===== config.mk =====
export PLATFORM = sky130hd
export DESIGN_NAME = rgb_to_hsv_converter_core
export DESIGN_NICKNAME = d
export VERILOG_FILES = /design/src/rtl/core/rhc_pkg.sv /design/src/rtl/core/rgb_to_hsv_converter_core.sv /design/src/rtl/core/rhc_front.sv /design/src/rtl/core/rhc_fifo.sv /design/src/rtl/core/rhc_div.sv /design/src/rtl/core/rhc_back.sv
export VERILOG_INCLUDE_DIRS = /design/src /design/src/rtl/core
export SDC_FILE = /design/constraint.sdc
export NUM_CORES = 2
export LEC_CHECK = 0
export ABC_CLOCK_PERIOD_IN_PS = 89500
export BUFFER_PORTS_ARGS = -buffer_cell sky130_fd_sc_hd__buf_4
export CORE_MARGIN = 3
export CORE_UTILIZATION = 55
export DETAILED_ROUTE_END_ITERATION = 10
export PLACE_DENSITY = 0.71
export RECOVER_POWER = 25
export SLEW_MARGIN = 20
export SYNTH_ARGS = -nofsm -noshare
export SYNTH_HDL_FRONTEND = slang
export SYNTH_SLANG_ARGS = --single-unit

===== constraint.sdc =====
create_clock -name i_clk -period 89.5 [get_ports i_clk]
set_clock_uncertainty 0.15 [all_clocks]
set_input_delay 8.95 -clock i_clk [delete_from_list [all_inputs] [get_ports i_clk]]
set_output_delay 8.95 -clock i_clk [all_outputs]
set_load 0.01 [all_outputs]

===== src/rtl/core/rgb_to_hsv_converter_core_assert.svh =====
// Assertion macros for the core's modules; rhc_fifo is the module that uses them.
`ifndef RGB_TO_HSV_CONVERTER_CORE_ASSERT_SVH
`define RGB_TO_HSV_CONVERTER_CORE_ASSERT_SVH

// Check the consequent at the same edge as the antecedent.
`define RHC_ASSERT_SAME(label, ante, cons, msg) \
    label: assert property (@(posedge i_clk) disable iff (!i_rst_n) (ante) |-> (cons)) \
        else $error(msg);

// Check the consequent at the edge after the antecedent.
`define RHC_ASSERT_NEXT(label, ante, cons, msg) \
    label: assert property (@(posedge i_clk) disable iff (!i_rst_n) (ante) |=> (cons)) \
        else $error(msg);

`endif


===== src/rtl/core/rhc_pkg.sv =====
`default_nettype none

package rhc_pkg;

    localparam int CH_W       = 8;
    localparam int QUO_W      = 16;
    localparam int HUE_W      = 15;
    localparam int SAT_W      = 16;
    localparam int FIFO_DEPTH = 4;

    localparam logic [1:0] SEC_RED   = 2'd0;
    localparam logic [1:0] SEC_GREEN = 2'd1;
    localparam logic [1:0] SEC_BLUE  = 2'd2;

    localparam logic [HUE_W-1:0] SECTOR_SPAN = 15'd3840;
    localparam logic [HUE_W-1:0] CIRCLE_SPAN = 15'd23040;

    typedef struct packed {
        logic [CH_W-1:0] red;
        logic [CH_W-1:0] green;
        logic [CH_W-1:0] blue;
    } t_pixel;

    typedef struct packed {
        logic [HUE_W-1:0] hue;
        logic [SAT_W-1:0] saturation;
        logic [CH_W-1:0]  value;
    } t_hsv;

    typedef struct packed {
        logic [CH_W-1:0] value;
        logic [CH_W-1:0] delta;
        logic [CH_W-1:0] mag;
        logic            neg;
        logic [1:0]      sector;
    } t_job;

    typedef struct packed {
        logic [CH_W-1:0] value;
        logic            grey;
        logic            neg;
        logic [1:0]      sector;
    } t_tag;

    function automatic logic [HUE_W-1:0] sector_base(input logic [1:0] sector);
        logic [HUE_W-1:0] base;
        case (sector)
            SEC_RED:   base = '0;
            SEC_GREEN: base = 15'(SECTOR_SPAN << 1);
            SEC_BLUE:  base = 15'(SECTOR_SPAN << 2);
            default:   base = '0;
        endcase
        return base;
    endfunction

endpackage

`default_nettype wire


===== src/rtl/core/rgb_to_hsv_converter_core.sv =====
// Converts one 8-bit RGB pixel per clock while o_ready is high into hue (1/64 degree,
// 0..23039), saturation (65535*(max-min)/max, floored) and value (max channel). The front
// stage finds max, min and the hue sector and registers them; a FIFO_DEPTH-entry queue then
// feeds a back end of two 16-stage restoring dividers that run in lockstep, one quotient
// bit per stage, then an output register. Sustained throughput is one beat per clock while
// the output side is ready; an output stall halts the back end, and the queue and front
// register hold up to FIFO_DEPTH + 1 beats before o_ready drops.
`default_nettype none

module rgb_to_hsv_converter_core #(
    parameter int FIFO_DEPTH = rhc_pkg::FIFO_DEPTH
) (
    input  wire             i_clk,
    input  wire             i_rst_n,
    input  wire             i_valid,
    output logic            o_ready,
    input  rhc_pkg::t_pixel i_pixel,
    output logic            o_valid,
    input  wire             i_ready,
    output rhc_pkg::t_hsv   o_hsv
);

    logic          w_front_valid;
    logic          w_front_ready;
    rhc_pkg::t_job w_front_job;
    logic          w_back_valid;
    logic          w_back_ready;
    rhc_pkg::t_job w_back_job;

    rhc_front u_front (
        .i_clk       (i_clk),
        .i_rst_n     (i_rst_n),
        .i_valid     (i_valid),
        .o_ready     (o_ready),
        .i_pixel     (i_pixel),
        .o_job_valid (w_front_valid),
        .i_job_ready (w_front_ready),
        .o_job       (w_front_job)
    );

    rhc_fifo #(
        .DEPTH (FIFO_DEPTH)
    ) u_fifo (
        .i_clk        (i_clk),
        .i_rst_n      (i_rst_n),
        .i_push_valid (w_front_valid),
        .o_push_ready (w_front_ready),
        .i_push_data  (w_front_job),
        .o_pop_valid  (w_back_valid),
        .i_pop_ready  (w_back_ready),
        .o_pop_data   (w_back_job)
    );

    rhc_back u_back (
        .i_clk       (i_clk),
        .i_rst_n     (i_rst_n),
        .i_job_valid (w_back_valid),
        .o_job_ready (w_back_ready),
        .i_job       (w_back_job),
        .o_valid     (o_valid),
        .i_ready     (i_ready),
        .o_hsv       (o_hsv)
    );

endmodule

`default_nettype wire


===== src/rtl/core/rhc_front.sv =====
`default_nettype none

module rhc_front (
    input  wire                 i_clk,
    input  wire                 i_rst_n,
    input  wire                 i_valid,
    output logic                o_ready,
    input  rhc_pkg::t_pixel     i_pixel,
    output logic                o_job_valid,
    input  wire                 i_job_ready,
    output rhc_pkg::t_job       o_job
);

    logic                  r_vld;
    rhc_pkg::t_job         r_job;
    rhc_pkg::t_job         n_job;
    logic [rhc_pkg::CH_W-1:0] w_hi;
    logic [rhc_pkg::CH_W-1:0] w_lo;
    logic [rhc_pkg::CH_W-1:0] w_p;
    logic [rhc_pkg::CH_W-1:0] w_q;

    always_comb begin
        w_hi = (i_pixel.red > i_pixel.green) ? i_pixel.red : i_pixel.green;
        if (i_pixel.blue > w_hi) begin
            w_hi = i_pixel.blue;
        end
        w_lo = (i_pixel.red < i_pixel.green) ? i_pixel.red : i_pixel.green;
        if (i_pixel.blue < w_lo) begin
            w_lo = i_pixel.blue;
        end
        if (w_hi == i_pixel.red) begin
            n_job.sector = rhc_pkg::SEC_RED;
            w_p          = i_pixel.green;
            w_q          = i_pixel.blue;
        end else if (w_hi == i_pixel.green) begin
            n_job.sector = rhc_pkg::SEC_GREEN;
            w_p          = i_pixel.blue;
            w_q          = i_pixel.red;
        end else begin
            n_job.sector = rhc_pkg::SEC_BLUE;
            w_p          = i_pixel.red;
            w_q          = i_pixel.green;
        end
        n_job.value = w_hi;
        n_job.delta = w_hi - w_lo;
        n_job.neg   = (w_p < w_q);
        n_job.mag   = n_job.neg ? (w_q - w_p) : (w_p - w_q);
    end

    assign o_ready     = !r_vld || i_job_ready;
    assign o_job_valid = r_vld;
    assign o_job       = r_job;

    always_ff @(posedge i_clk) begin
        if (!i_rst_n) begin
            r_vld <= 1'b0;
        end else if (o_ready) begin
            r_vld <= i_valid;
        end
    end

    always_ff @(posedge i_clk) begin
        if (o_ready && i_valid) begin
            r_job <= n_job;
        end
    end

endmodule

`default_nettype wire


===== src/rtl/core/rhc_fifo.sv =====
`default_nettype none

`include "rgb_to_hsv_converter_core_assert.svh"

module rhc_fifo #(
    parameter int DEPTH = rhc_pkg::FIFO_DEPTH
) (
    input  wire             i_clk,
    input  wire             i_rst_n,
    input  wire             i_push_valid,
    output logic            o_push_ready,
    input  rhc_pkg::t_job   i_push_data,
    output logic            o_pop_valid,
    input  wire             i_pop_ready,
    output rhc_pkg::t_job   o_pop_data
);

    localparam int AW = (DEPTH > 1) ? $clog2(DEPTH) : 1;
    localparam int CW = $clog2(DEPTH + 1);

    rhc_pkg::t_job r_mem [DEPTH];
    logic [AW-1:0] r_wr;
    logic [AW-1:0] r_rd;
    logic [CW-1:0] r_count;
    logic          w_push;
    logic          w_pop;

    assign o_push_ready = (r_count != CW'(DEPTH));
    assign o_pop_valid  = (r_count != '0);
    assign o_pop_data   = r_mem[r_rd];
    assign w_push       = i_push_valid && o_push_ready;
    assign w_pop        = o_pop_valid && i_pop_ready;

    always_ff @(posedge i_clk) begin
        if (!i_rst_n) begin
            r_wr    <= '0;
            r_rd    <= '0;
            r_count <= '0;
        end else begin
            if (w_push) begin
                r_wr <= (r_wr == AW'(DEPTH - 1)) ? '0 : r_wr + 1'b1;
            end
            if (w_pop) begin
                r_rd <= (r_rd == AW'(DEPTH - 1)) ? '0 : r_rd + 1'b1;
            end
            case ({w_push, w_pop})
                2'b10:   r_count <= r_count + 1'b1;
                2'b01:   r_count <= r_count - 1'b1;
                default: r_count <= r_count;
            endcase
        end
    end

    always_ff @(posedge i_clk) begin
        if (w_push) begin
            r_mem[r_wr] <= i_push_data;
        end
    end

    `RHC_ASSERT_SAME(a_count_bound, 1'b1, r_count <= CW'(DEPTH), "fifo count over depth")
    `RHC_ASSERT_NEXT(a_count_up, w_push && !w_pop, r_count == $past(r_count) + 1'b1, "fifo count missed a push")
    `RHC_ASSERT_NEXT(a_count_down, w_pop && !w_push, r_count == $past(r_count) - 1'b1, "fifo count missed a pop")

endmodule

`default_nettype wire


===== src/rtl/core/rhc_div.sv =====
`default_nettype none

module rhc_div #(
    parameter int QW = rhc_pkg::QUO_W,
    parameter int DW = rhc_pkg::CH_W
) (
    input  wire             i_clk,
    input  wire             i_en,
    input  wire [QW+DW-1:0] i_num,
    input  wire [DW-1:0]    i_den,
    output logic [QW-1:0]   o_quo
);

    logic [DW-1:0] r_rem [QW];
    logic [QW-1:0] r_low [QW];
    logic [DW-1:0] r_den [QW-1];

    genvar s;
    generate
        for (s = 0; s < QW; s++) begin : g_stage
            logic [DW-1:0] w_rem_in;
            logic [QW-1:0] w_low_in;
            logic [DW-1:0] w_den_in;
            logic [DW:0]   w_t;
            logic [DW:0]   w_sub;
            logic          w_ge;

            if (s == 0) begin : g_first
                assign w_rem_in = i_num[QW+DW-1:QW];
                assign w_low_in = i_num[QW-1:0];
                assign w_den_in = i_den;
            end else begin : g_next
                assign w_rem_in = r_rem[s-1];
                assign w_low_in = r_low[s-1];
                assign w_den_in = r_den[s-1];
            end

            assign w_t   = {w_rem_in, w_low_in[QW-1]};
            assign w_sub = w_t - {1'b0, w_den_in};
            assign w_ge  = (w_t >= {1'b0, w_den_in});

            always_ff @(posedge i_clk) begin
                if (i_en) begin
                    r_rem[s] <= w_ge ? w_sub[DW-1:0] : w_t[DW-1:0];
                    r_low[s] <= {w_low_in[QW-2:0], w_ge};
                end
            end

            if (s < QW - 1) begin : g_den
                always_ff @(posedge i_clk) begin
                    if (i_en) begin
                        r_den[s] <= w_den_in;
                    end
                end
            end
        end
    endgenerate

    assign o_quo = r_low[QW-1];

endmodule

`default_nettype wire


===== src/rtl/core/rhc_back.sv =====
`default_nettype none

module rhc_back (
    input  wire             i_clk,
    input  wire             i_rst_n,
    input  wire             i_job_valid,
    output logic            o_job_ready,
    input  rhc_pkg::t_job   i_job,
    output logic            o_valid,
    input  wire             i_ready,
    output rhc_pkg::t_hsv   o_hsv
);

    localparam int QW = rhc_pkg::QUO_W;
    localparam int DW = rhc_pkg::CH_W;
    localparam int HW = rhc_pkg::HUE_W;

    logic                  w_en;
    logic                  w_pop;
    logic [QW+DW-1:0]      w_sat_num;
    logic [QW+DW-1:0]      w_hue_num;
    logic [QW+DW-1:0]      w_hue_bias;
    logic [QW-1:0]         w_sat_quo;
    logic [QW-1:0]         w_hue_quo;
    logic [QW-1:0]         r_vld;
    rhc_pkg::t_tag         r_tag [QW];
    rhc_pkg::t_tag         w_tag_in;
    rhc_pkg::t_tag         w_tag;
    logic                  r_out_vld;
    rhc_pkg::t_hsv         r_out;
    rhc_pkg::t_hsv         n_out;
    logic [HW-1:0]         w_q;
    logic [HW-1:0]         w_base;

    assign w_en        = !r_out_vld || i_ready;
    assign w_pop       = w_en && i_job_valid;
    assign o_job_ready = w_en;

    assign w_sat_num  = {i_job.delta, QW'(0)} - (QW+DW)'(i_job.delta);
    // round the quotient up for a negative difference
    assign w_hue_bias = i_job.neg ? (QW+DW)'(i_job.delta - 1'b1) : '0;
    assign w_hue_num  = (QW+DW)'({i_job.mag, 12'd0}) - (QW+DW)'({i_job.mag, 8'd0})
                        + w_hue_bias;

    assign w_tag_in.value  = i_job.value;
    assign w_tag_in.grey   = (i_job.delta == '0);
    assign w_tag_in.neg    = i_job.neg;
    assign w_tag_in.sector = i_job.sector;

    rhc_div #(
        .QW (QW),
        .DW (DW)
    ) u_sat_div (
        .i_clk (i_clk),
        .i_en  (w_en),
        .i_num (w_sat_num),
        .i_den (i_job.value),
        .o_quo (w_sat_quo)
    );

    rhc_div #(
        .QW (QW),
        .DW (DW)
    ) u_hue_div (
        .i_clk (i_clk),
        .i_en  (w_en),
        .i_num (w_hue_num),
        .i_den (i_job.delta),
        .o_quo (w_hue_quo)
    );

    assign w_tag  = r_tag[QW-1];
    assign w_q    = w_hue_quo[HW-1:0];
    assign w_base = rhc_pkg::sector_base(w_tag.sector);

    always_comb begin
        n_out.value = w_tag.value;
        n_out.saturation = (w_tag.value == '0) ? '0 : w_sat_quo;
        if (w_tag.grey) begin
            n_out.hue = '0;
        end else if (w_tag.neg) begin
            n_out.hue = ((w_tag.sector == rhc_pkg::SEC_RED) ? rhc_pkg::CIRCLE_SPAN : w_base)
                        - w_q;
        end else begin
            n_out.hue = w_base + w_q;
        end
    end

    always_ff @(posedge i_clk) begin
        if (!i_rst_n) begin
            r_vld     <= '0;
            r_out_vld <= 1'b0;
        end else if (w_en) begin
            r_vld     <= {r_vld[QW-2:0], w_pop};
            r_out_vld <= r_vld[QW-1];
        end
    end

    always_ff @(posedge i_clk) begin
        if (w_en) begin
            r_tag[0] <= w_tag_in;
            for (int k = 1; k < QW; k++) begin
                r_tag[k] <= r_tag[k-1];
            end
            r_out <= n_out;
        end
    end

    assign o_valid = r_out_vld;
    assign o_hsv   = r_out;

endmodule

`default_nettype wire

* Yosys cells after proc, flatten, opt, wreduce, memory -nomap -nowiden *
Memory sizes are Yosys's and may differ from the RTL's. A register that Yosys moved wholly into a read port is not among the register bits.
Cells that the tools add are included.
W data, S select, Z words.

storage, ports and cells
  flip-flop bits (word level) = 75
  latch bits = 0
  memory bits (writable) = 1308
  word-level logic and storage cells = 179
  memories = 8
  input port bits = 28
  memory bits (read-only) = 0

cells by class
  mux-type cells = 55
  shifts and indexed selects = 0
  divide/modulo/power cells = 0
  add/subtract/negate cells = 45
  multiply operators = 0
  reductions and logical operators = 12
  bitwise logic cells = 0
  magnitude comparators = 37
  eq/ne operators = 9

memories
  memory                  depth  bits a word  read ports  clocked after Yosys merged registers in  write ports  RTL line        text
  u_back.u_hue_div.r_low  16     16           16          0                                        16           rhc_div.sv:15   logic [QW-1:0] r_low [QW];
  u_back.u_sat_div.r_low  16     16           16          1                                        16           rhc_div.sv:15
  u_back.r_tag            16     12           16          0                                        16           rhc_back.sv:26  rhc_pkg::t_tag r_tag [QW];
  u_back.u_hue_div.r_rem  16     8            15          0                                        16           rhc_div.sv:14   logic [DW-1:0] r_rem [QW];
  u_back.u_sat_div.r_rem  16     8            15          0                                        16           rhc_div.sv:14
  u_back.u_hue_div.r_den  15     8            15          0                                        15           rhc_div.sv:16   logic [DW-1:0] r_den [QW-1];
  +2 memories             --     --           --          --                                       --           --

operator list
  operator               number
  $mux W8                41
  $ge A9 B8 Y1           32
  $sub A8 B8 Y8          35
  $mux W15               2
  $pmux W14 S2           1
  $add A24 B24 Y24       1
  $lt A8 B8 Y1           3
  $mux W24               1
  $sub A24 B8 Y24        1
  $sub A20 B16 Y21       1
  $eq A8 B8 Y1           2
  $gt A8 B8 Y1           2
  $logic_not A8 Y1       2
  $add A14 B15 Y15       1
  $sub A15 B15 Y15       1
  $mux W2                5
  $sub A8 B1 Y9 const B  1
  $eq A2 B2 Y1 const B   4
  $pmux W3 S2            1
  $add A2 B1 Y2 const B  2
  $eq A2 B1 Y1 const B   2
  $mux W1                4
  $add A3 B1 Y3 const B  1
  $logic_and A1 B1 Y1    3
  7 further kinds        9

* Logic depth before layout (Yosys ltp) *
  depth in word-level cells = 9
  gate-level depth with buffers = 35
  depth with buffers taken out = 31

* Cells and area by module *
From an unflattened synthesis, not the netlist that was laid out.

second synthesis, totals
  cells, all modules = 4245
  area, all modules = 62109.6 µm²

by module, submodules not included
  module                       instances  area each (µm²)  cells an instance  sequential area each (µm²)
  rhc_div at u_back.u_hue_div  1          22545.4          1504               14894.3
  rhc_div at u_back.u_sat_div  1          22026.1          1513               14894.3
  rhc_back                     1          9696.8           617                7277.0
  rhc_fifo                     1          4398.0           197                3423.3
  rhc_front                    1          3443.3           414                830.8

* Worst setup path after synthesis *
No wires, ideal clock.

  path type = in2reg
  start point = input port i_ready
  end point = register u_back.r_out, in the netlist u_back.o_hsv[0] (enable)
  setup slack = 49.285 ns
  data arrival time = 38.216 ns
  data required time = 87.502 ns
  library setup time = 1.848 ns
  stages = 4
  cell sequence = nor2b_1 > clkbuf_1 > inv_1 > clkbuf_1

on the way
  longest elaborated chain between the ends = 1

ends and longest elaborated chain
  what                          RTL line                         text
  start, declared               rgb_to_hsv_converter_core.sv:19  input wire i_ready,
  $logic_or A1 B1 Y1            rhc_back.sv:35                   assign w_en = !r_out_vld || i_ready;
  named net u_back.o_job_ready  rhc_back.sv:7                    output logic o_job_ready,
  end signal, assigned          rhc_back.sv:105                  r_out <= n_out;
  end, declared                 rhc_back.sv:30                   rhc_pkg::t_hsv r_out;

The timed path passes the listed nets, and every way through them passes these cells.
A chain may end at the register's enable or synchronous reset.

==> out/metrics.cfg <==
[drt]
ant_nets = 0
vias = 29082
firstDrtPassIters = 6
wire_per_inst_um = 15.2
viasPerCell = 5.31
drt_wl_total_um = 83400
drt_iter0_drc = 1685
drc = 0

[grt]
grt_max_degree = 198
antenna_found_initial = 0
grt-ovfl-total = 0
grt_pass1_wl_um = 139000
grt_pass1_vias = 29630
track_usage_pct = 16.5

[outcome]
status = completed

[setup_path]
critPathArrivalTime_ns = 16.48
cp_max_fo = 31
crit_required_ns = 89.80
crit_slowest_cell = a21oi_1
start_kind = input pin
worstSetupEndpointType = flop
cpPeakStageDelay_ns = 0.69
r2r_slack_ns = 81.78
worstSetupPathType = input pin to flop
reg2reg_depth = 27
r2r_end = u_back.u_hue_div.r_rem[0][3]

[sta]
tightest_slew_ns = 1.07
finalSetupViolCount = 0
finalHoldViolCount = 0
drv_slew = 0
setup_tns_ns = 0
post-route-period-util_pct = 18.1
relSlewSlack_pct = 28.8
rsz0062_at_grt = no
max_freq_mhz = 61.8
fin_crit_ns = 16.18

[power_and_ir_drop]
combPwrFrac_pct = 35.5
power_switching_mw = 0.813
leakage_nw = 24.9
p_per_area_nw_per_um2 = 41.2
pwr-share-clk_pct = 20.9
peakVddDrop_mv = 0.0168
seqPwrFrac_pct = 43.6
p_int_mw = 1.70
switching_share_pct = 32.3

[synth]
syn_inst = 3936
syn-cell-area_sq_um = 54700
syn_nets = 4342
ys_warn_count = 0
synth_cell_type_count = 58
synth_edf_count = 1204
syn_area_per_cell_sq_um = 13.9
synth-seq-cells = 1231
synth_top_flop_cell = edfxtp_1
synth-seq-area-share_pct = 67.1
async_flop_share_pct = 0

[die]
fp-row-count = 115
start_util_pct = 55.5
core_sq_um = 98400
die_x_um = 321
die_area_sq_um = 103000
die_h_um = 321
io_pins = 69

[clock_tree]
post_cts_buffers = 0
clockBufferDepth = 3
cts_made_buffers = 131
cts_tree = yes
cts_sinks = 1231
worstSkewPairLatency_ns = 0.71
holdBufCountCts = 0
ctsResizeCount = 0
ctsRootBufferMaster = clkbuf_16
htree_levels = 4
clkTransAtPathRegs_ns = 0.06

[cells_and_area]
fin_cells = 5481
fill_cells = 7262
diodes = 0
final-seq-area_sq_um = 36700
drive_above_1_share_pct = 8.06
final_nets = 4503
syn_to_final_growth_pct = 11.5
multiInputGateArea_sq_um = 15700
final_core_util_pct = 61.9

[placement]
gp_congestion = 0.840
placed_cells = 5251
io_buffers = 68
dp_hpwl_um = 57100

[worst_hold_path]
hold-path-cell-count = 0
worstHoldStart = u_back.u_hue_div.r_low[0][11]
holdPathEnd = u_back.u_hue_div.r_low[0][28]
worstHoldPathType = flop to flop

[job]
maxCapViolations = 0

-- final cells by class --
type	count	area share [%]
multi-input combinational	2113	25.8
clock buffer	163	5.70
inverter	531	3.28
sequential	1231	60.2
timing repair buffer	89	1.12
tap	1287	2.64
clock inverter	67	1.23
-- stage by stage --
step,power [mW],hold WS [ns],setup slack (ns),instance area (sq um)
final,2.51,0.244,73.32,61000
after global routing,2.72,0.259,72.69,61000
after CTS,2.54,0.249,73.40,61000
after detailed placement,2.00,0.255,72.66,56700
after global placement,1.96,0.250,72.56,56700
after floorplan,1.77,0.250,49.29,54700
-- power groups by stage --
| stage | Combinational [mW] | Clock [mW] | Sequential [mW] |
|---|---|---|---|
| 2_1_floorplan | 0.702 | 0 | 1.07 |
| 3_3_place_gp | 0.867 | 0 | 1.10 |
| 3_5_place_dp | 0.896 | 0 | 1.11 |
| 4_1_cts | 0.903 | 0.541 | 1.10 |
| 5_1_grt | 1.03 | 0.564 | 1.12 |
| 6_report | 0.892 | 0.525 | 1.10 |
-- placed cells by master (no fill, tap or decap), drive strengths merged, types with 66 or more instances in the layout --
cell,netlist,layout
ha,342,342
nor2b,80,80
a21oi,140,140
nand4,66,66
clkbuf,49,163
edfxtp,1204,1204
nand2,316,316
xor2,88,88
nor2,130,130
xnor2,77,77
buf,12,89
inv,531,541
o21ai,331,331
-- cell usage after synthesis, types with 10 or more instances --
cell | n | area share [%]
a21boi_0 | 53 | 0.73
a21o_1 | 50 | 0.69
a21oi_1 | 139 | 1.3
and2_1 | 25 | 0.29
and3_1 | 34 | 0.39
clkbuf_1 | 49 | 0.34
dfxtp_1 | 27 | 0.99
edfxtp_1 | 1204 | 66
fa_1 | 36 | 1.3
ha_1 | 342 | 7.8
inv_1 | 531 | 3.6
mux2_2 | 19 | 0.39
mux2i_1 | 48 | 0.88
mux4_2 | 25 | 1.0
nand2_1 | 316 | 2.2
nand2b_1 | 14 | 0.16
nand3_1 | 12 | 0.11
nand4_1 | 66 | 0.76
nor2_1 | 128 | 0.88
nor2b_1 | 80 | 0.92
nor3_1 | 10 | 0.092
o211a_1 | 28 | 0.51
o21ai_0 | 328 | 3.0
o21bai_1 | 41 | 0.56
o311ai_0 | 10 | 0.16
o31ai_1 | 58 | 0.80
or4_1 | 29 | 0.40
xnor2_1 | 77 | 1.2
xor2_1 | 88 | 1.4
-- state kept, by name (all words and copies together), names as in the netlist, 39 cells and up, named ones only --
name                    flops
u_back.u_sat_div.r_low    238
u_back.u_hue_div.r_den    120
u_back.u_hue_div.r_low    240
u_back.u_hue_div.r_rem    120
u_back.r_tag              192
u_back.o_hsv               39
u_back.u_sat_div.r_rem    120
u_fifo.r_mem              108
-- cell families (layout without fill, tap and decap cells) --
| family | Yosys count | in the layout | synth area share, % |
|---|---|---|---|
| flip-flops | 1231 | 1231 | 67.1 |
| AO/OA/AOI/OAI | 745 | 745 | 8.29 |
| AND/OR/NAND/NOR | 733 | 733 | 6.41 |
| buffers and inverters | 592 | 850 | 4.10 |
| adder cells (fa/ha/maj) | 378 | 378 | 9.15 |
| XOR/XNOR | 165 | 165 | 2.64 |
| multiplexers | 92 | 92 | 2.30 |
-- worst max-delay path by stage --
stage | end | startpoint | slack (ns) | cells past startpoint
global placement | u_front.o_job[10] | i_pixel[9] | 72.56 | 30
global route | u_front.o_job[10] | i_pixel[9] | 72.69 | 30
CTS | u_front.o_job[10] | i_pixel[9] | 73.40 | 30
floorplan | u_back.o_hsv[0] | i_ready | 49.29 | 4
detailed placement | u_front.o_job[8] | i_pixel[9] | 72.66 | 30
finish | u_front.o_job[10] | i_pixel[9] | 73.32 | 31
-- layer usage --
metal | GRT usage (%) | routed length [um] | part of all wire (%)
met2 | 30.8 | 44400 | 53
met3 | 2.94 | 2640 | 3.2
met1 | 18.7 | 33800 | 41
met5 | 0 | 0 | 0
met4 | 6.77 | 2570 | 3.1
-- worst max-delay path: cells and delay by family --
kind	cells	cell delay (ns)
muxes	1	0.39
AOI/OAI and AO/OA	15	3.93
xor gates and xnor gates	1	0.09
and+or+nand+nor	6	1.42
adders and majority gates	3	0.90
buffers and inverters	5	0.80
No activity file was read; power rests on OpenSTA's default activity.
